<file path="config.mk">
export PLATFORM = sky130hd
export DESIGN_NAME = absorbance_calibration_sequencer_flat
export DESIGN_NICKNAME = d
export VERILOG_FILES = /design/src/sv/acs_pkg.sv /design/src/sv/acs_if.sv /design/src/sv/acs_div.sv /design/src/sv/acs_log10.sv /design/src/sv/absorbance_calibration_sequencer.sv /design/src/flat_wrapper.sv
export SDC_FILE = /design/constraint.sdc
export NUM_CORES = 2
export LEC_CHECK = 0
export BUFFER_PORTS_ARGS = -buffer_cell sky130_fd_sc_hd__clkbuf_2
export CORE_ASPECT_RATIO = 2
export CORE_MARGIN = 1.5
export CORE_UTILIZATION = 40
export DETAILED_ROUTE_END_ITERATION = 12
export GPL_TIMING_DRIVEN = 0
export HOLD_SLACK_MARGIN = 0.02
export MAX_ROUTING_LAYER = met4
export PLACE_DENSITY = 0.58
export SLEW_MARGIN = 20
export SYNTH_ARGS = -nofsm -noshare
export SYNTH_HDL_FRONTEND = slang
export SYNTH_SLANG_ARGS = --single-unit
</file>
<file path="constraint.sdc">
create_clock -name clock -period 10.6 [get_ports clock]
set_clock_uncertainty 0.2 [all_clocks]
set_input_delay 0.53 -clock clock [delete_from_list [all_inputs] [get_ports clock]]
set_output_delay 0.53 -clock clock [all_outputs]
set_load 0.005 [all_outputs]
</file>
<file path="src/sv/acs_pkg.sv">
// Shared widths, codes and defaults of the absorbance calibration sequencer.
package acs_pkg;

   localparam int MODE_W      = 2;
   localparam int ADC_W       = 12;
   localparam int SUM_W       = 18;
   localparam int TICK_W      = 6;
   localparam int ROUND_W     = 8;
   localparam int MEAN_W      = 16;
   localparam int TOTAL_W     = 22;
   localparam int STD_W       = 20;
   localparam int WARM_W      = 8;
   localparam int SETTLE_W    = 4;
   localparam int LOG_W       = 20;
   localparam int RAW_W       = 20;
   localparam int ACC_W       = 49;
   localparam int PROD_W      = 40;
   localparam int DEN_W       = 20;
   localparam int ABS_W       = 24;
   localparam int FLAG_W      = 3;
   localparam int ADDR_W      = 4;
   localparam int DATA_W      = 32;

   localparam int TICKS_PER_ROUND_DEF = 50;
   localparam int AVERAGE_ROUNDS_DEF  = 10;
   localparam int SAMPLE_BITS_DEF     = 12;

   localparam logic [28:0]       LOG10_2_Q30   = 29'd323228497;
   localparam logic [STD_W-1:0]  STD_ABS_RST   = 20'd6554;
   localparam logic [WARM_W-1:0] WARMUP_RST    = 8'd25;
   localparam logic [SETTLE_W-1:0] SETTLE_RST  = 4'd3;

   typedef enum logic [2:0] {
      ST_WARMUP    = 3'd0,
      ST_AW_BLANK  = 3'd1,
      ST_AW_STD    = 3'd2,
      ST_AW_SAMPLE = 3'd3,
      ST_MEASURING = 3'd4
   } ctrl_code_type;

   typedef enum logic [2:0] {
      PH_NONE   = 3'd0,
      PH_WARMUP = 3'd1,
      PH_BLANK  = 3'd2,
      PH_STD    = 3'd3,
      PH_SAMPLE = 3'd4
   } phase_code_type;

   typedef enum logic [1:0] {
      SP_NONE    = 2'd0,
      SP_WARMUP  = 2'd1,
      SP_SETTLE  = 2'd2,
      SP_AVERAGE = 2'd3
   } sub_code_type;

   typedef enum logic [1:0] {
      MODE_TICK    = 2'd0,
      MODE_RESTART = 2'd1,
      MODE_START   = 2'd2,
      MODE_RESET   = 2'd3
   } mode_type;

   typedef enum logic [1:0] {
      REG_STD_ABS = 2'd0,
      REG_WARMUP  = 2'd1,
      REG_SETTLE  = 2'd2
   } reg_index_type;

endpackage

</file>
<file path="src/sv/acs_if.sv">
// Request and response channel interfaces of the sequencer.
interface acs_req_if import acs_pkg::*; ();
   logic              valid;
   logic              ready;
   logic [MODE_W-1:0] mode;
   logic [ADC_W-1:0]  adc_value;
   modport source (output valid, mode, adc_value, input ready);
   modport sink   (input valid, mode, adc_value, output ready);
endinterface

interface acs_rsp_if import acs_pkg::*; ();
   logic                    valid;
   logic                    ready;
   logic [2:0]              state_code;
   logic [2:0]              phase_code;
   logic [1:0]              subphase_code;
   logic [ROUND_W-1:0]      round_number;
   logic                    round_done;
   logic [MEAN_W-1:0]       round_mean_q4;
   logic                    final_done;
   logic [MEAN_W-1:0]       final_mean_q4;
   logic signed [ABS_W-1:0] absorbance_q16;
   logic [FLAG_W-1:0]       calib_flags;
   modport source (output valid, state_code, phase_code, subphase_code, round_number,
                   round_done, round_mean_q4, final_done, final_mean_q4,
                   absorbance_q16, calib_flags, input ready);
   modport sink   (input valid, state_code, phase_code, subphase_code, round_number,
                   round_done, round_mean_q4, final_done, final_mean_q4,
                   absorbance_q16, calib_flags, output ready);
endinterface

</file>
<file path="src/sv/acs_div.sv">
// Bit-serial restoring divider, one quotient bit per cycle.
module acs_div import acs_pkg::*; #(
   parameter int NUM_W = PROD_W,
   parameter int DIV_W = DEN_W
) (
   input  logic             clock,
   input  logic             reset,
   input  logic             start,
   input  logic [NUM_W-1:0] num,
   input  logic [DIV_W-1:0] den,
   output logic             done,
   output logic [NUM_W-1:0] quot
);

   localparam int CNT_W = $clog2(NUM_W + 1);

   logic             busy_ff;
   logic             done_ff;
   logic [CNT_W-1:0] cnt_ff;
   logic [NUM_W-1:0] q_ff;
   logic [DIV_W-1:0] rem_ff;
   logic [DIV_W-1:0] den_ff;
   logic [DIV_W:0]   trial;
   logic             ge;
   logic [DIV_W:0]   diff;

   assign trial = {rem_ff, q_ff[NUM_W-1]};
   assign ge    = trial >= {1'b0, den_ff};
   assign diff  = trial - {1'b0, den_ff};

   always_ff @(posedge clock) begin
      if (reset) begin
         busy_ff <= 1'b0;
         done_ff <= 1'b0;
         cnt_ff  <= '0;
      end else begin
         done_ff <= 1'b0;
         if (start) begin
            busy_ff <= 1'b1;
            cnt_ff  <= CNT_W'(NUM_W);
            q_ff    <= num;
            rem_ff  <= '0;
            den_ff  <= den;
         end else if (busy_ff) begin
            rem_ff <= ge ? diff[DIV_W-1:0] : trial[DIV_W-1:0];
            q_ff   <= {q_ff[NUM_W-2:0], ge};
            cnt_ff <= cnt_ff - 1'b1;
            if (cnt_ff == CNT_W'(1)) begin
               busy_ff <= 1'b0;
               done_ff <= 1'b1;
            end
         end
      end
   end

   assign done = done_ff;
   assign quot = q_ff;

endmodule

</file>
<file path="src/sv/acs_log10.sv">
// Fixed-point log10 ratio: two squaring log2 passes and a bit-serial scale.
module acs_log10 import acs_pkg::*; (
   input  logic                    clock,
   input  logic                    reset,
   input  logic                    start,
   input  logic [MEAN_W-1:0]       num,
   input  logic [MEAN_W-1:0]       den,
   output logic                    done,
   output logic signed [RAW_W-1:0] ratio
);

   typedef enum logic [2:0] {L_IDLE, L_SQA, L_SQB, L_MUL, L_DONE} lstate_type;

   lstate_type              st_ff;
   logic [30:0]             m_ff;
   logic [15:0]             frac_ff;
   logic [3:0]              exp_ff;
   logic [LOG_W-1:0]        loga_ff;
   logic [4:0]              cnt_ff;
   logic [LOG_W-1:0]        mag_ff;
   logic                    neg_ff;
   logic [ACC_W-1:0]        acc_ff;
   logic [MEAN_W-1:0]       den_ff;
   logic                    done_ff;
   logic signed [RAW_W-1:0] ratio_ff;

   logic [61:0]      sq;
   logic [31:0]      sqs;
   logic [30:0]      m_in;
   logic             bit_in;
   logic [LOG_W-1:0] logb;
   logic [LOG_W:0]   d;
   logic [LOG_W:0]   dneg;
   logic [ACC_W-1:0] rnd;
   logic [RAW_W-1:0] r;

   function automatic logic [3:0] msb_pos(input logic [MEAN_W-1:0] x);
      logic [3:0] p;
      p = '0;
      for (int i = 0; i < MEAN_W; i++) begin
         if (x[i]) p = 4'(i);
      end
      return p;
   endfunction

   function automatic logic [30:0] mant(input logic [MEAN_W-1:0] x);
      logic [4:0] sh;
      sh = 5'd30 - {1'b0, msb_pos(x)};
      return {15'b0, x} << sh;
   endfunction

   assign sq     = {31'b0, m_ff} * {31'b0, m_ff};
   assign sqs    = sq[61:30];
   assign bit_in = sqs[31];
   assign m_in   = bit_in ? sqs[31:1] : sqs[30:0];
   assign logb   = {exp_ff, frac_ff[14:0], bit_in};
   assign d      = {1'b0, loga_ff} - {1'b0, logb};
   assign dneg   = '0 - d;
   assign rnd    = acc_ff + (ACC_W'(1) << 29);
   assign r      = {1'b0, rnd[48:30]};

   always_ff @(posedge clock) begin
      if (reset) begin
         st_ff   <= L_IDLE;
         done_ff <= 1'b0;
         cnt_ff  <= '0;
      end else begin
         done_ff <= 1'b0;
         unique case (st_ff)
            L_IDLE: begin
               if (start) begin
                  if (num == '0 || den == '0) begin
                     ratio_ff <= '0;
                     done_ff  <= 1'b1;
                  end else begin
                     m_ff    <= mant(num);
                     exp_ff  <= msb_pos(num);
                     frac_ff <= '0;
                     cnt_ff  <= '0;
                     den_ff  <= den;
                     st_ff   <= L_SQA;
                  end
               end
            end
            L_SQA: begin
               m_ff    <= m_in;
               frac_ff <= {frac_ff[14:0], bit_in};
               cnt_ff  <= cnt_ff + 1'b1;
               if (cnt_ff == 5'd15) begin
                  loga_ff <= logb;
                  m_ff    <= mant(den_ff);
                  exp_ff  <= msb_pos(den_ff);
                  frac_ff <= '0;
                  cnt_ff  <= '0;
                  st_ff   <= L_SQB;
               end
            end
            L_SQB: begin
               m_ff    <= m_in;
               frac_ff <= {frac_ff[14:0], bit_in};
               cnt_ff  <= cnt_ff + 1'b1;
               if (cnt_ff == 5'd15) begin
                  neg_ff <= d[LOG_W];
                  mag_ff <= d[LOG_W] ? dneg[LOG_W-1:0] : d[LOG_W-1:0];
                  acc_ff <= '0;
                  cnt_ff <= '0;
                  st_ff  <= L_MUL;
               end
            end
            L_MUL: begin
               acc_ff <= {acc_ff[ACC_W-2:0], 1'b0}
                         + (mag_ff[LOG_W-1] ? ACC_W'(LOG10_2_Q30) : '0);
               mag_ff <= {mag_ff[LOG_W-2:0], 1'b0};
               cnt_ff <= cnt_ff + 1'b1;
               if (cnt_ff == 5'(LOG_W - 1)) st_ff <= L_DONE;
            end
            L_DONE: begin
               ratio_ff <= neg_ff ? -$signed(r) : $signed(r);
               done_ff  <= 1'b1;
               st_ff    <= L_IDLE;
            end
            default: st_ff <= L_IDLE;
         endcase
      end
   end

   assign done  = done_ff;
   assign ratio = ratio_ff;

endmodule

</file>
<file path="src/sv/absorbance_calibration_sequencer.sv">
// Top level: control sequencer, round accumulation, register port and result beat.
// One beat in gives one beat out. Restart, start and reset beats and sample ticks
// that do not end a round go straight to the output register. A tick that ends a
// round runs the serial divider; one that ends a measurement adds a second division,
// and for a standard or sample a log10 ratio (two squaring passes, a scale and
// handoff), and for a sample with a valid standard one more division; the output
// register then waits out any stall on the result side. A new beat is taken once
// the previous one has reached the output register.
module absorbance_calibration_sequencer import acs_pkg::*; #(
   parameter int TICKS_PER_ROUND = TICKS_PER_ROUND_DEF,
   parameter int AVERAGE_ROUNDS  = AVERAGE_ROUNDS_DEF,
   parameter int SAMPLE_BITS     = SAMPLE_BITS_DEF
) (
   input  logic              clock,
   input  logic              reset,
   acs_req_if.sink           req_if,
   acs_rsp_if.source         rsp_if,
   input  logic              psel,
   input  logic              penable,
   input  logic              pwrite,
   input  logic [ADDR_W-1:0] paddr,
   input  logic [DATA_W-1:0] pwdata,
   output logic [DATA_W-1:0] prdata,
   output logic              pready
);

   localparam logic [ADC_W-1:0] ADC_MASK = ADC_W'((64'd1 << SAMPLE_BITS) - 64'd1);
   localparam logic [TICK_W-1:0] TICK_LIM = TICK_W'(TICKS_PER_ROUND);
   localparam logic [ROUND_W-1:0] AVG_LIM = ROUND_W'(AVERAGE_ROUNDS);

   typedef enum logic [2:0] {T_IDLE, T_RMEAN, T_FMEAN, T_LOG, T_DIV, T_OUT} tstate_type;

   tstate_type              fsm_ff;
   logic [STD_W-1:0]        std_abs_ff;
   logic [WARM_W-1:0]       warmup_ff;
   logic [SETTLE_W-1:0]     settle_ff;
   ctrl_code_type           ctrl_ff;
   phase_code_type          phase_ff;
   sub_code_type            sub_ff;
   logic [TICK_W-1:0]       tick_ff;
   logic [SUM_W-1:0]        sum_ff;
   logic [ROUND_W-1:0]      rc_ff;
   logic [TOTAL_W-1:0]      total_ff;
   logic [MEAN_W-1:0]       blank_ff;
   logic signed [RAW_W-1:0] stdlog_ff;
   logic signed [ABS_W-1:0] abs_ff;
   logic [FLAG_W-1:0]       flags_ff;
   logic [ROUND_W-1:0]      rnum_ff;
   logic                    rdone_ff;
   logic [MEAN_W-1:0]       rmean_ff;
   logic                    fdone_ff;
   logic [MEAN_W-1:0]       fmean_ff;
   logic                    neg_ff;
   logic                    div_go_ff;
   logic [PROD_W-1:0]       div_num_ff;
   logic [DEN_W-1:0]        div_den_ff;
   logic                    log_go_ff;
   logic                    rsp_valid_ff;
   logic [2:0]              o_state_ff;
   logic [2:0]              o_phase_ff;
   logic [1:0]              o_sub_ff;
   logic [ROUND_W-1:0]      o_rnum_ff;
   logic                    o_rdone_ff;
   logic [MEAN_W-1:0]       o_rmean_ff;
   logic                    o_fdone_ff;
   logic [MEAN_W-1:0]       o_fmean_ff;
   logic signed [ABS_W-1:0] o_abs_ff;
   logic [FLAG_W-1:0]       o_flags_ff;

   logic                    req_fire;
   logic                    csr_wr;
   logic [SUM_W-1:0]        sum_in;
   logic [TICK_W-1:0]       tick_in;
   logic [MEAN_W-1:0]       rmean_in;
   logic [TOTAL_W-1:0]      total_in;
   logic [ROUND_W-1:0]      rc_in;
   logic [ROUND_W-1:0]      rc_warm_in;
   logic [ROUND_W-1:0]      limit;
   logic                    div_done;
   logic [PROD_W-1:0]       div_quot;
   logic                    log_done;
   logic signed [RAW_W-1:0] log_ratio;
   logic [RAW_W-1:0]        raw_mag;
   logic [PROD_W-1:0]       prod;
   logic [ABS_W-1:0]        q_pos;
   logic [ABS_W-1:0]        q_neg;
   logic                    out_free;
   reg_index_type           reg_idx;

   assign req_fire   = req_if.valid && req_if.ready;
   assign csr_wr     = psel && penable && pwrite && pready;
   assign reg_idx    = reg_index_type'(paddr[3:2]);
   assign sum_in     = sum_ff + SUM_W'(req_if.adc_value & ADC_MASK);
   assign tick_in    = tick_ff + 1'b1;
   assign rmean_in   = div_quot[MEAN_W-1:0];
   assign total_in   = (sub_ff == SP_AVERAGE) ? total_ff + TOTAL_W'(rmean_in) : total_ff;
   assign rc_in      = rc_ff + 1'b1;
   assign rc_warm_in = (rc_ff != '1) ? rc_in : rc_ff;
   assign limit      = (sub_ff == SP_SETTLE) ? ROUND_W'(settle_ff) : AVG_LIM;
   assign raw_mag    = log_ratio[RAW_W-1] ? RAW_W'(-log_ratio) : RAW_W'(log_ratio);
   assign prod       = PROD_W'(std_abs_ff) * PROD_W'(raw_mag);
   assign q_pos      = (div_quot > PROD_W'(23'h7FFFFF)) ? 24'h7FFFFF : div_quot[ABS_W-1:0];
   assign q_neg      = (div_quot >= PROD_W'(24'h800000)) ? 24'h800000
                                                         : ABS_W'(-div_quot[ABS_W-1:0]);
   assign out_free   = !rsp_valid_ff || rsp_if.ready;

   assign req_if.ready = (fsm_ff == T_IDLE);
   assign pready       = 1'b1;

   always_comb begin
      prdata = '0;
      unique case (reg_idx)
         REG_STD_ABS: prdata = DATA_W'(std_abs_ff);
         REG_WARMUP:  prdata = DATA_W'(warmup_ff);
         REG_SETTLE:  prdata = DATA_W'(settle_ff);
         default:     prdata = '0;
      endcase
   end

   acs_div #(.NUM_W(PROD_W), .DIV_W(DEN_W)) u_div (
      .clock (clock),
      .reset (reset),
      .start (div_go_ff),
      .num   (div_num_ff),
      .den   (div_den_ff),
      .done  (div_done),
      .quot  (div_quot)
   );

   acs_log10 u_log (
      .clock (clock),
      .reset (reset),
      .start (log_go_ff),
      .num   (blank_ff),
      .den   (fmean_ff),
      .done  (log_done),
      .ratio (log_ratio)
   );

   always_ff @(posedge clock) begin
      if (reset) begin
         fsm_ff       <= T_IDLE;
         std_abs_ff   <= STD_ABS_RST;
         warmup_ff    <= WARMUP_RST;
         settle_ff    <= SETTLE_RST;
         ctrl_ff      <= ST_WARMUP;
         phase_ff     <= PH_WARMUP;
         sub_ff       <= SP_WARMUP;
         tick_ff      <= '0;
         sum_ff       <= '0;
         rc_ff        <= '0;
         total_ff     <= '0;
         blank_ff     <= '0;
         stdlog_ff    <= '0;
         abs_ff       <= '0;
         flags_ff     <= '0;
         div_go_ff    <= 1'b0;
         log_go_ff    <= 1'b0;
         rsp_valid_ff <= 1'b0;
      end else begin
         div_go_ff <= 1'b0;
         log_go_ff <= 1'b0;
         if (rsp_valid_ff && rsp_if.ready) rsp_valid_ff <= 1'b0;

         if (csr_wr) begin
            unique case (reg_idx)
               REG_STD_ABS: if (pwdata[STD_W-1:0] != '0) std_abs_ff <= pwdata[STD_W-1:0];
               REG_WARMUP:  warmup_ff <= pwdata[WARM_W-1:0];
               REG_SETTLE:  settle_ff <= pwdata[SETTLE_W-1:0];
               default:     ;
            endcase
         end

         unique case (fsm_ff)
            T_IDLE: begin
               if (req_fire) begin
                  rnum_ff  <= '0;
                  rdone_ff <= 1'b0;
                  rmean_ff <= '0;
                  fdone_ff <= 1'b0;
                  fmean_ff <= '0;
                  fsm_ff   <= T_OUT;
                  unique case (mode_type'(req_if.mode)) inside
                     MODE_TICK: begin
                        if (ctrl_ff == ST_WARMUP || ctrl_ff == ST_MEASURING) begin
                           if (tick_in >= TICK_LIM) begin
                              tick_ff    <= '0;
                              sum_ff     <= '0;
                              div_go_ff  <= 1'b1;
                              div_num_ff <= PROD_W'({sum_in, 4'b0});
                              div_den_ff <= DEN_W'(TICK_LIM);
                              fsm_ff     <= T_RMEAN;
                           end else begin
                              tick_ff <= tick_in;
                              sum_ff  <= sum_in;
                           end
                        end
                     end
                     MODE_START: begin
                        if (ctrl_ff == ST_AW_BLANK || ctrl_ff == ST_AW_STD
                            || ctrl_ff == ST_AW_SAMPLE) begin
                           ctrl_ff  <= ST_MEASURING;
                           sub_ff   <= SP_SETTLE;
                           rc_ff    <= '0;
                           tick_ff  <= '0;
                           sum_ff   <= '0;
                           total_ff <= '0;
                           if (ctrl_ff == ST_AW_BLANK) begin
                              phase_ff  <= PH_BLANK;
                              flags_ff  <= '0;
                              stdlog_ff <= '0;
                           end else if (ctrl_ff == ST_AW_STD) begin
                              phase_ff <= PH_STD;
                              flags_ff <= flags_ff & 3'b001;
                           end else begin
                              phase_ff <= PH_SAMPLE;
                              flags_ff <= flags_ff & 3'b011;
                           end
                        end
                     end
                     MODE_RESTART, MODE_RESET: begin
                        if ((req_if.mode == MODE_RESTART && ctrl_ff != ST_WARMUP)
                            || (req_if.mode == MODE_RESET && ctrl_ff != ST_MEASURING)) begin
                           flags_ff  <= '0;
                           blank_ff  <= '0;
                           stdlog_ff <= '0;
                           abs_ff    <= '0;
                           phase_ff  <= PH_NONE;
                           sub_ff    <= SP_NONE;
                           ctrl_ff   <= ST_AW_BLANK;
                        end
                     end
                     default: ;
                  endcase
               end
            end
            T_RMEAN: begin
               if (div_done) begin
                  rmean_ff <= rmean_in;
                  rdone_ff <= 1'b1;
                  fsm_ff   <= T_OUT;
                  if (ctrl_ff == ST_WARMUP) begin
                     rc_ff   <= rc_warm_in;
                     rnum_ff <= rc_warm_in;
                     if (rc_warm_in >= warmup_ff) begin
                        ctrl_ff  <= ST_AW_BLANK;
                        phase_ff <= PH_NONE;
                        sub_ff   <= SP_NONE;
                     end
                  end else begin
                     rnum_ff  <= rc_in;
                     rc_ff    <= rc_in;
                     total_ff <= total_in;
                     if (rc_in >= limit) begin
                        if (sub_ff == SP_SETTLE) begin
                           sub_ff   <= SP_AVERAGE;
                           rc_ff    <= '0;
                           tick_ff  <= '0;
                           sum_ff   <= '0;
                           total_ff <= '0;
                        end else begin
                           div_go_ff  <= 1'b1;
                           div_num_ff <= PROD_W'(total_in);
                           div_den_ff <= DEN_W'(AVG_LIM);
                           fsm_ff     <= T_FMEAN;
                        end
                     end
                  end
               end
            end
            T_FMEAN: begin
               if (div_done) begin
                  fmean_ff <= div_quot[MEAN_W-1:0];
                  fdone_ff <= 1'b1;
                  if (phase_ff == PH_STD || phase_ff == PH_SAMPLE) begin
                     log_go_ff <= 1'b1;
                     fsm_ff    <= T_LOG;
                  end else begin
                     if (phase_ff == PH_BLANK) begin
                        blank_ff <= div_quot[MEAN_W-1:0];
                        flags_ff <= flags_ff | 3'b001;
                        ctrl_ff  <= ST_AW_STD;
                     end else begin
                        ctrl_ff <= ST_AW_BLANK;
                     end
                     phase_ff <= PH_NONE;
                     sub_ff   <= SP_NONE;
                     fsm_ff   <= T_OUT;
                  end
               end
            end
            T_LOG: begin
               if (log_done) begin
                  fsm_ff <= T_OUT;
                  if (phase_ff == PH_STD) begin
                     if (log_ratio > 0) begin
                        stdlog_ff <= log_ratio;
                        flags_ff  <= flags_ff | 3'b010;
                     end else begin
                        stdlog_ff <= '0;
                        flags_ff  <= flags_ff & 3'b101;
                     end
                     ctrl_ff  <= ST_AW_SAMPLE;
                     phase_ff <= PH_NONE;
                     sub_ff   <= SP_NONE;
                  end else if (flags_ff[1] && stdlog_ff > 0) begin
                     neg_ff     <= log_ratio[RAW_W-1];
                     div_go_ff  <= 1'b1;
                     div_num_ff <= prod;
                     div_den_ff <= DEN_W'(stdlog_ff);
                     fsm_ff     <= T_DIV;
                  end else begin
                     abs_ff   <= ABS_W'(log_ratio);
                     flags_ff <= flags_ff | 3'b100;
                     ctrl_ff  <= ST_AW_SAMPLE;
                     phase_ff <= PH_NONE;
                     sub_ff   <= SP_NONE;
                  end
               end
            end
            T_DIV: begin
               if (div_done) begin
                  abs_ff   <= neg_ff ? q_neg : q_pos;
                  flags_ff <= flags_ff | 3'b100;
                  ctrl_ff  <= ST_AW_SAMPLE;
                  phase_ff <= PH_NONE;
                  sub_ff   <= SP_NONE;
                  fsm_ff   <= T_OUT;
               end
            end
            T_OUT: begin
               if (out_free) begin
                  rsp_valid_ff <= 1'b1;
                  o_state_ff   <= ctrl_ff;
                  o_phase_ff   <= phase_ff;
                  o_sub_ff     <= sub_ff;
                  o_rnum_ff    <= rnum_ff;
                  o_rdone_ff   <= rdone_ff;
                  o_rmean_ff   <= rmean_ff;
                  o_fdone_ff   <= fdone_ff;
                  o_fmean_ff   <= fmean_ff;
                  o_abs_ff     <= abs_ff;
                  o_flags_ff   <= flags_ff;
                  fsm_ff       <= T_IDLE;
               end
            end
            default: fsm_ff <= T_IDLE;
         endcase
      end
   end

   assign rsp_if.valid          = rsp_valid_ff;
   assign rsp_if.state_code     = o_state_ff;
   assign rsp_if.phase_code     = o_phase_ff;
   assign rsp_if.subphase_code  = o_sub_ff;
   assign rsp_if.round_number   = o_rnum_ff;
   assign rsp_if.round_done     = o_rdone_ff;
   assign rsp_if.round_mean_q4  = o_rmean_ff;
   assign rsp_if.final_done     = o_fdone_ff;
   assign rsp_if.final_mean_q4  = o_fmean_ff;
   assign rsp_if.absorbance_q16 = o_abs_ff;
   assign rsp_if.calib_flags    = o_flags_ff;

   a_busy_after_accept: assert property (@(posedge clock) disable iff (reset)
      req_fire |=> fsm_ff != T_IDLE)
      else $error("sequencer idle right after accepting a beat");

   a_flags_need_blank: assert property (@(posedge clock) disable iff (reset)
      (flags_ff[1] || flags_ff[2]) |-> flags_ff[0])
      else $error("standard or sample flag without blank flag");

   a_std_flag_log: assert property (@(posedge clock) disable iff (reset)
      flags_ff[1] |-> stdlog_ff > 0)
      else $error("standard flag set with nonpositive log ratio");

   a_measure_phase: assert property (@(posedge clock) disable iff (reset)
      ctrl_ff == ST_MEASURING |->
         (phase_ff == PH_BLANK || phase_ff == PH_STD || phase_ff == PH_SAMPLE))
      else $error("measuring without a measurement phase");

endmodule
</file>
<file path="src/flat_wrapper.sv">
// flat-port wrapper written by rule: the top's interface ports become plain ports
module absorbance_calibration_sequencer_flat import acs_pkg::*;
#(
   parameter int TICKS_PER_ROUND = TICKS_PER_ROUND_DEF,
   parameter int AVERAGE_ROUNDS  = AVERAGE_ROUNDS_DEF,
   parameter int SAMPLE_BITS     = SAMPLE_BITS_DEF
)
  (clock, reset, psel, penable, pwrite, paddr, pwdata, prdata, pready, req_if_valid, req_if_mode, req_if_adc_value, req_if_ready, rsp_if_valid, rsp_if_state_code, rsp_if_phase_code, rsp_if_subphase_code, rsp_if_round_number, rsp_if_round_done, rsp_if_round_mean_q4, rsp_if_final_done, rsp_if_final_mean_q4, rsp_if_absorbance_q16, rsp_if_calib_flags, rsp_if_ready);
  acs_req_if req_if_i ();
  acs_rsp_if rsp_if_i ();
  input  logic clock;
  input  logic reset;
  input  logic psel;
  input  logic penable;
  input  logic pwrite;
  input  logic [ADDR_W-1:0] paddr;
  input  logic [DATA_W-1:0] pwdata;
  output logic [DATA_W-1:0] prdata;
  output logic pready;
  input wire logic [$bits(req_if_i.valid)-1:0] req_if_valid;
  input wire logic [$bits(req_if_i.mode)-1:0] req_if_mode;
  input wire logic [$bits(req_if_i.adc_value)-1:0] req_if_adc_value;
  output wire logic [$bits(req_if_i.ready)-1:0] req_if_ready;
  output wire logic [$bits(rsp_if_i.valid)-1:0] rsp_if_valid;
  output wire logic [$bits(rsp_if_i.state_code)-1:0] rsp_if_state_code;
  output wire logic [$bits(rsp_if_i.phase_code)-1:0] rsp_if_phase_code;
  output wire logic [$bits(rsp_if_i.subphase_code)-1:0] rsp_if_subphase_code;
  output wire logic [$bits(rsp_if_i.round_number)-1:0] rsp_if_round_number;
  output wire logic [$bits(rsp_if_i.round_done)-1:0] rsp_if_round_done;
  output wire logic [$bits(rsp_if_i.round_mean_q4)-1:0] rsp_if_round_mean_q4;
  output wire logic [$bits(rsp_if_i.final_done)-1:0] rsp_if_final_done;
  output wire logic [$bits(rsp_if_i.final_mean_q4)-1:0] rsp_if_final_mean_q4;
  output wire logic [$bits(rsp_if_i.absorbance_q16)-1:0] rsp_if_absorbance_q16;
  output wire logic [$bits(rsp_if_i.calib_flags)-1:0] rsp_if_calib_flags;
  input wire logic [$bits(rsp_if_i.ready)-1:0] rsp_if_ready;
  assign req_if_i.valid = req_if_valid;
  assign req_if_i.mode = req_if_mode;
  assign req_if_i.adc_value = req_if_adc_value;
  assign req_if_ready = req_if_i.ready;
  assign rsp_if_valid = rsp_if_i.valid;
  assign rsp_if_state_code = rsp_if_i.state_code;
  assign rsp_if_phase_code = rsp_if_i.phase_code;
  assign rsp_if_subphase_code = rsp_if_i.subphase_code;
  assign rsp_if_round_number = rsp_if_i.round_number;
  assign rsp_if_round_done = rsp_if_i.round_done;
  assign rsp_if_round_mean_q4 = rsp_if_i.round_mean_q4;
  assign rsp_if_final_done = rsp_if_i.final_done;
  assign rsp_if_final_mean_q4 = rsp_if_i.final_mean_q4;
  assign rsp_if_absorbance_q16 = rsp_if_i.absorbance_q16;
  assign rsp_if_calib_flags = rsp_if_i.calib_flags;
  assign rsp_if_i.ready = rsp_if_ready;
  absorbance_calibration_sequencer #(.TICKS_PER_ROUND(TICKS_PER_ROUND), .AVERAGE_ROUNDS(AVERAGE_ROUNDS), .SAMPLE_BITS(SAMPLE_BITS)) u_core (.clock(clock), .reset(reset), .req_if(req_if_i), .rsp_if(rsp_if_i), .psel(psel), .penable(penable), .pwrite(pwrite), .paddr(paddr), .pwdata(pwdata), .prdata(prdata), .pready(pready));
endmodule
</file>
# --- Word-level counts from Yosys, hierarchy flattened ---
# Index checks and enable logic that the tools add are counted.
word_totals:
  regBits: 616
  in_bits: 57
  output_inout_bits: 112
  elab_cells: 512
op_classes:
  addsub: 16
  multipliers: 2
  n_lt_le_gt_ge: 8
  n_eq_ne: 70
  shift: 2
  n_mux: 277
  bitwise: 8
  reduce_logical: 72
op_table:
  columns: ["op", "n"]
  rows:
  - ["two-way mux 20 bit", 26]
  - ["two-way mux 40 bit", 13]
  - ["two-way mux 24 bit", 10]
  - ["two-way mux 22 bit", 8]
  - ["two-way mux 3 bit", 54]
  - ["one-hot mux 20 bit (2 select lines)", 4]
  - ["two-way mux 18 bit", 8]
  - ["two-way mux 4 bit", 36]
  - ["two-way mux 16 bit", 8]
  - ["two-way mux 31 bit", 4]
  - ["one-hot mux 20 bit (3 select lines)", 2]
  - ["one-hot mux 40 bit (3 select lines)", 1]
  - ["one-hot mux 49 bit (2 select lines)", 1]
  - ["one-hot mux 16 bit (2 select lines)", 3]
  - ["one-hot mux 31 bit (3 select lines)", 1]
  - ["two-way mux 8 bit", 11]
  - ["one-hot mux 18 bit (2 select lines)", 2]
  - ["one-hot mux 24 bit (3 select lines)", 1]
  - ["multiplier 31 x 31 -> 62 bit", 1]
  - ["left shift 16 x 5 -> 31 bit", 2]
  - ["two-way mux 6 bit", 10]
  - ["adder 49 x 29 -> 49 bit", 1]
  - ["adder 49 x 30 -> 49 bit (second input constant)", 1]
  - ["two-way mux 49 bit", 1]
  - ["other kinds (79)", 246]

# --- Logic depth before layout (Yosys ltp) ---
logic_depth:
  ltp_word: 24
  mapped_depth: 45
  mapped_depth_nobuf: 41

# --- Hierarchy ---
# A second synthesis with hierarchy kept.
hier_totals:
  hier_cells: 7913
  area_unflattened_um2: 74571.5
by_module_without_submodules:
  columns: ["mod", "instances", "cells_each", "area_each_um2", "seq_area_each_um2"]
  rows:
  - ["acs_log10", 1, 4225, 39347.7, 5465.2]
  - ["absorbance_calibration_sequencer", 1, 3304, 30501.8, 8668.3]
  - ["acs_div", 1, 384, 4722.0, 2562.5]

# --- Worst setup path after synthesis ---
# Ideal clock, no wire load.
synth_timing:
  kind: "flip-flop to flip-flop"
  startpoint: "register u_core.u_log.m_ff[12]"
  endpoint: "register u_core.u_log.mag_ff[18] (data pin)"
  setup_ns: 0.265
  arrival_time_ns: 9.898
  required_time_ns: 10.135
  path_slack_ns: 0.236
  path_stages_with_launch: 41
  period_less_slack_ns: 10.364
  cell_sequence: "edfxtp_1 -> clkbuf_1 -> clkbuf_1 -> nand2_1 -> fa_1 -> fa_1 -> inv_1 -> fa_1 -> inv_1 -> fa_1 -> inv_1 -> fa_1 -> fa_1 -> fa_1 -> inv_1 -> fa_1 -> inv_1 -> ha_1 -> [... 5 more ...] -> a41oi_1 -> o21a_1 -> a211oi_4 -> buf_2 -> inv_1 -> ha_1 -> inv_1 -> fa_1 -> a21o_1 -> a21oi_1 -> o21bai_1 -> a21oi_1 -> xnor2_1 -> or2_2 -> nor3_1 -> nor4b_2 -> a2111oi_0 -> or3_1"
synth_between:
  elab_chain_cells: 6
synth_rtl:
  columns: ["item", "line_no", "rtl"]
  rows:
  - ["from (decl)", "acs_log10.sv:15", "logic [30:0] m_ff;"]
  - ["from (signal assigned)", "acs_log10.sv:76", "m_ff <= mant(num);"]
  - ["from (signal assigned)", "acs_log10.sv:86", "m_ff <= m_in;"]
  - ["from (signal assigned)", "acs_log10.sv:91", "m_ff <= mant(den_ff);"]
  - ["multiplier 31 x 31 -> 62 bit (*)", "acs_log10.sv:52", "assign sq = {31'b0, m_ff} * {31'b0, m_ff};"]
  - ["net u_core.u_log.sq[61]", "acs_log10.sv:27", "logic [61:0] sq;"]
  - ["subtractor 20 x 20 -> 21 bit (*)", "acs_log10.sv:57", "assign d = {1'b0, loga_ff} - {1'b0, logb};"]
  - ["subtractor 1 x 20 -> 20 bit", "acs_log10.sv:58", "assign dneg = '0 - d;"]
  - ["two-way mux 20 bit (*)", "acs_log10.sv:104", "mag_ff <= d[LOG_W] ? dneg[LOG_W-1:0] : d[LOG_W-1:0];"]
  - ["two-way mux 20 bit (*)", "acs_log10.sv:102", "if (cnt_ff == 5'd15) begin"]
  - ["one-hot mux 20 bit (2 select lines) (*)", "acs_log10.sv:69", "unique case (st_ff)"]
  - ["to (signal assigned)", "acs_log10.sv:104", null]
  - ["to (signal assigned)", "acs_log10.sv:113", "mag_ff <= {mag_ff[LOG_W-2:0], 1'b0};"]
  - ["to (decl)", "acs_log10.sv:20", "logic [LOG_W-1:0] mag_ff;"]
# Mark *: on every way through the listed nets, which the timed path passes. The rest lies on a longest branch. The select of a mux whose other input is x is not followed.
# A chain may end at the register's enable or synchronous reset.

# --- Worst setup path in the final report ---
layout_timing:
  startpoint: "register u_core.u_log.m_ff[12]"
  endpoint: "register u_core.u_log.mag_ff[19] (data pin)"
# The elaborated chain is that of the path after synthesis.

==> summary.txt <==
Outcome
  – Status: finished, violations left
  – Failing checks: setup timing

Synthesis
  – Netlist cell types: 99
  – Netlist Area Pre-Place: about 73000 um^2
  – Synthesized area per cell: between 9 and 10 um^2
  – Synthesized flop and latch total: approximately 600
  – Post-Syn Instances: 7775
  – Top FF cell, synth: edfxtp_1
  – Post-synthesis sequential area ratio: 22.7%
  – EDFF count, synth: 436
  – Syn. warnings: 0
  – FFs w/ async S/R, synth: 0%

Timing
  – Minimum clock period: 10.92 ns
  – Slew Limit Headroom: about 16%
  – Final setup viols: 10
  – RSZ-0062 raised after global routing: true
  – Fmax: 91.6 MHz
  – Max Slew Vio Count: 0
  – Final hold vios: 0
  – Fin Hold WS: between 0.04 and 0.05 ns
  – Final critical-path share of the clock period: 103%
  – Tightest Pin Transition: 1.25 ns
  – Final setup margin: -0.317 ns

Global route
  – Largest net degree at the start of global routing: 27
  – Routing usage on met2: about three fifths
  – GR Util met1: between 20% and 30%
  – GRT Max-Usage Layer: met2
  – Gr usage total: 34.7%
  – Grt ovf: 0
  – Vias in the first global route: 64.9k
  – First-pass GRT wire length: 447000 um
  – M3 GR Usage: 6.18%
  – Initial antenna violation count: 17

Drt
  – DR iter-0 viols: between 3k and 4k
  – Vias per cell: 5.61
  – Wirelength per Cell: 29.0 um
  – Drc violations: 0
  – Total Wirelength: 309000 um
  – Remaining antenna violation count: 0
  – Via count: 59.7k
  – TritonRoute pass-1 iters: 6

Clock tree
  – Clock Tree Buf Depth: 3
  – Worst-Skew Late Latency: 0.75 ns
  – CTS tree: yes
  – CTS buffer count: 57
  – Depth of the CTS H-tree: 2
  – Root Driver: clkbuf_16
  – Clock sink count: 616
  – Clock-pin slew on the worst setup and hold paths: 0.08 ns

Setup path
  – Most used cell, CP: fa_2
  – Critical path launch point type: flip-flop
  – Worst path slowest cell: fa_2
  – CP Data Required Time: 10.88 ns
  – CP peak stage delay: 0.65 ns
  – Critical path class: flip-flop to flip-flop
  – CP startpoint: u_core.u_log.m_ff[12]$_DFFE_PP_
  – End of the critical path: u_core.u_log.mag_ff[19]$_DFFE_PP_
  – FF-to-FF End: u_core.u_log.mag_ff[19]$_DFFE_PP_
  – R2R setup slack: -0.32 ns
  – Worst R2R Path Depth: 40
  – Reg2Reg Launch Point: u_core.u_log.m_ff[12]$_DFFE_PP_
  – Crit path arrival time: 11.20 ns
  – Worst Setup End Kind: flip-flop
  – Largest driver fanout on the critical path: 10

Floorplan
  – Die area: 186000 um^2
  – Die X: 306 um
  – # rows: 222
  – Starting Density: roughly two fifths
  – CORE AREA: between 150000 and 200000 um^2
  – Ports: 169
  – Die height: slightly above 600 um

Pwr
  – Proportion of power drawn by combinational gates: 29.0%
  – Lkg Pwr: 38.4 nW
  – Worst VDD drop: 0.187 mV
  – Power Dens Cells: 89.2 nW/um^2
  – Net Sw Frac: 36.3%
  – Seq pwr share: between 40% and 50%
  – Sw Pwr: 2.70 mW
  – P_int: 4.75 mW
  – Clock share of power: about 30%
  – Total power draw: approximately 7.4 mW

Min path
  – Hold Path Cell Cnt: 4
  – Worst Hold Class: input pin to flip-flop

Layout
  – Finished Core Util: 45.8%
  – Syn-to-layout area delta: 13.8%
  – Post-route cell area: 83500 um^2
  – Fin nets: ~9.9k
  – Share of cells above drive strength 1: 10.9%

Placement
  – Placed Area: roughly 80000 um^2
  – I/O Buffers: between 100 and 150
  – Dpl hpwl: 253000 um
  – GPL Wtd Cong: 1.07

Job
  – MaxCap Viol Count: 0
==> cells in the final DEF, fill, tap and decap left out, drive strengths merged, types with 180 or more instances in the layout <==
| cell type | n |
|---|---|
| inv | 1415 |
| fa | 1075 |
| nand2 | 840 |
| ha | 517 |
| nor2 | 517 |
| clkbuf | 505 |
| edfxtp | 436 |
| and2 | 307 |
| a21oi | 302 |
| buf | 293 |
| o21ai | 219 |
| dfxtp | 180 |
==> power groups by stage <==
stage               registers [mW]  logic (mW)  clock network, mW
floorplan                     2.96        1.33                  0
global placement              3.06        2.00                  0
detailed placement            3.04        2.08                  0
CTS                           2.99        2.10               2.33
global route                  3.00        2.32               2.41
finish                        2.99        2.16               2.29
==> cells by family after synthesis <==
logic type / share of synthesized area [%]
fa+ha+maj: 38.1
flops: 22.7
xor+xnor: 2.97
simple gates: 14.6
other cells: 0.0102
compound gates: 9.68
mux: 2.47
buf+inv: 9.41
==> Yosys cell counts, types with 107 or more instances <==
cell type  number  area (um^2)
dfxtp_1       180         3600
edfxtp_1      436        13100
xor2_1        107          937
ha_1          517         6470
nor2b_1       111          694
and2_1        305         1910
nor2_1        517         1940
a21oi_1       302         1510
xnor2_1       142         1240
clkbuf_1      317         1190
inv_1        1421         5330
fa_1         1075        21500
o21ai_0       217         1090
nand2_1       839         3150
==> through the flow <==
| stage | worst slack (ns) | std cells | setup TNS, ns |
|---|---|---|---|
| floorplan | 0.236 | 7786 | 0 |
| global placement | -5.10 | 10300 | -490.61 |
| global route | -0.487 | 10600 | -3.70 |
| finish | -0.317 | 10600 | -1.18 |
| detailed placement | -5.22 | 10300 | -159.04 |
| CTS | -0.156 | 10600 | -0.169 |
==> layer usage <==
| layer | up-vias | part of all wire [%] |
|---|---|---|
| met5 | - | 0 |
| met2 | 2479 | 53 |
| li1 | 25900 | - |
| met4 | 0 | 14 |
| met1 | 29800 | 28 |
| met3 | 1474 | 5.1 |
==> worst max-delay path, delay by kind of cell, from the launching register on <==
kind	cells	cell delay, ns
adder cells (fa/ha/maj)	11	4.97
flip-flops	1	0.49
AND/OR/NAND/NOR	5	1.18
buffers and inverters	10	1.31
AO/OA/AOI/OAI	12	2.24
XOR/XNOR	2	0.26
==> final cells by class <==
class	count	area (um^2)
diodes	21	52.6
plain buffers	365	2500
clock buffers	67	1490
clock inverters	41	529
fillers	17600	99000
inverters	1423	5390
multi-input cells	5372	50900
flip-flops and latches	616	16700
well taps	2352	2940
repair buffers	387	3050
==> state kept, by name, summed over array words and instances, names as in the netlist, 18 cells and up <==
register,count
u_core.u_log.acc_ff,49
u_core.div_num_ff,40
u_core.u_div.quot,40
u_core.u_log.m_ff,31
u_core.abs_ff,24
u_core.rsp_if.absorbance_q16,24
u_core.total_ff,22
u_core.div_den_ff,20
u_core.std_abs_ff,20
u_core.stdlog_ff,20
u_core.u_div.den_ff,20
u_core.u_div.rem_ff,20
u_core.u_log.loga_ff,20
u_core.u_log.mag_ff,20
u_core.u_log.ratio,20
u_core.sum_ff,18
==> timing repair <==
action                     4_1_cts  5_1_grt
resized for setup              415      118
pin swaps                       96       63
gates cloned                     1        2
setup endpoints to repair       70       28
setup buffers                  145       33
hold buffers                    18        0
hold endpoints to repair        30        0
==> how the worst min path moves through the flow <==
stage          slack, ns                      startpoint                                  to
6_report            0.04                        paddr[2]    u_core.settle_ff[0]$_SDFFE_PP1P_
5_1_grt             0.05                      pwdata[19]  u_core.std_abs_ff[19]$_SDFFE_PP0P_
4_1_cts             0.02                      pwdata[19]  u_core.std_abs_ff[19]$_SDFFE_PP0P_
3_5_place_dp        0.20  u_core.div_den_ff[8]$_DFFE_PP_    u_core.u_div.den_ff[8]$_DFFE_PP_
3_3_place_gp        0.20  u_core.div_den_ff[8]$_DFFE_PP_    u_core.u_div.den_ff[8]$_DFFE_PP_
2_1_floorplan       0.20       u_core.fdone_ff$_DFFE_PP_  u_core.rsp_if.final_done$_DFFE_PP_
(Power assumes the default switching activity.)
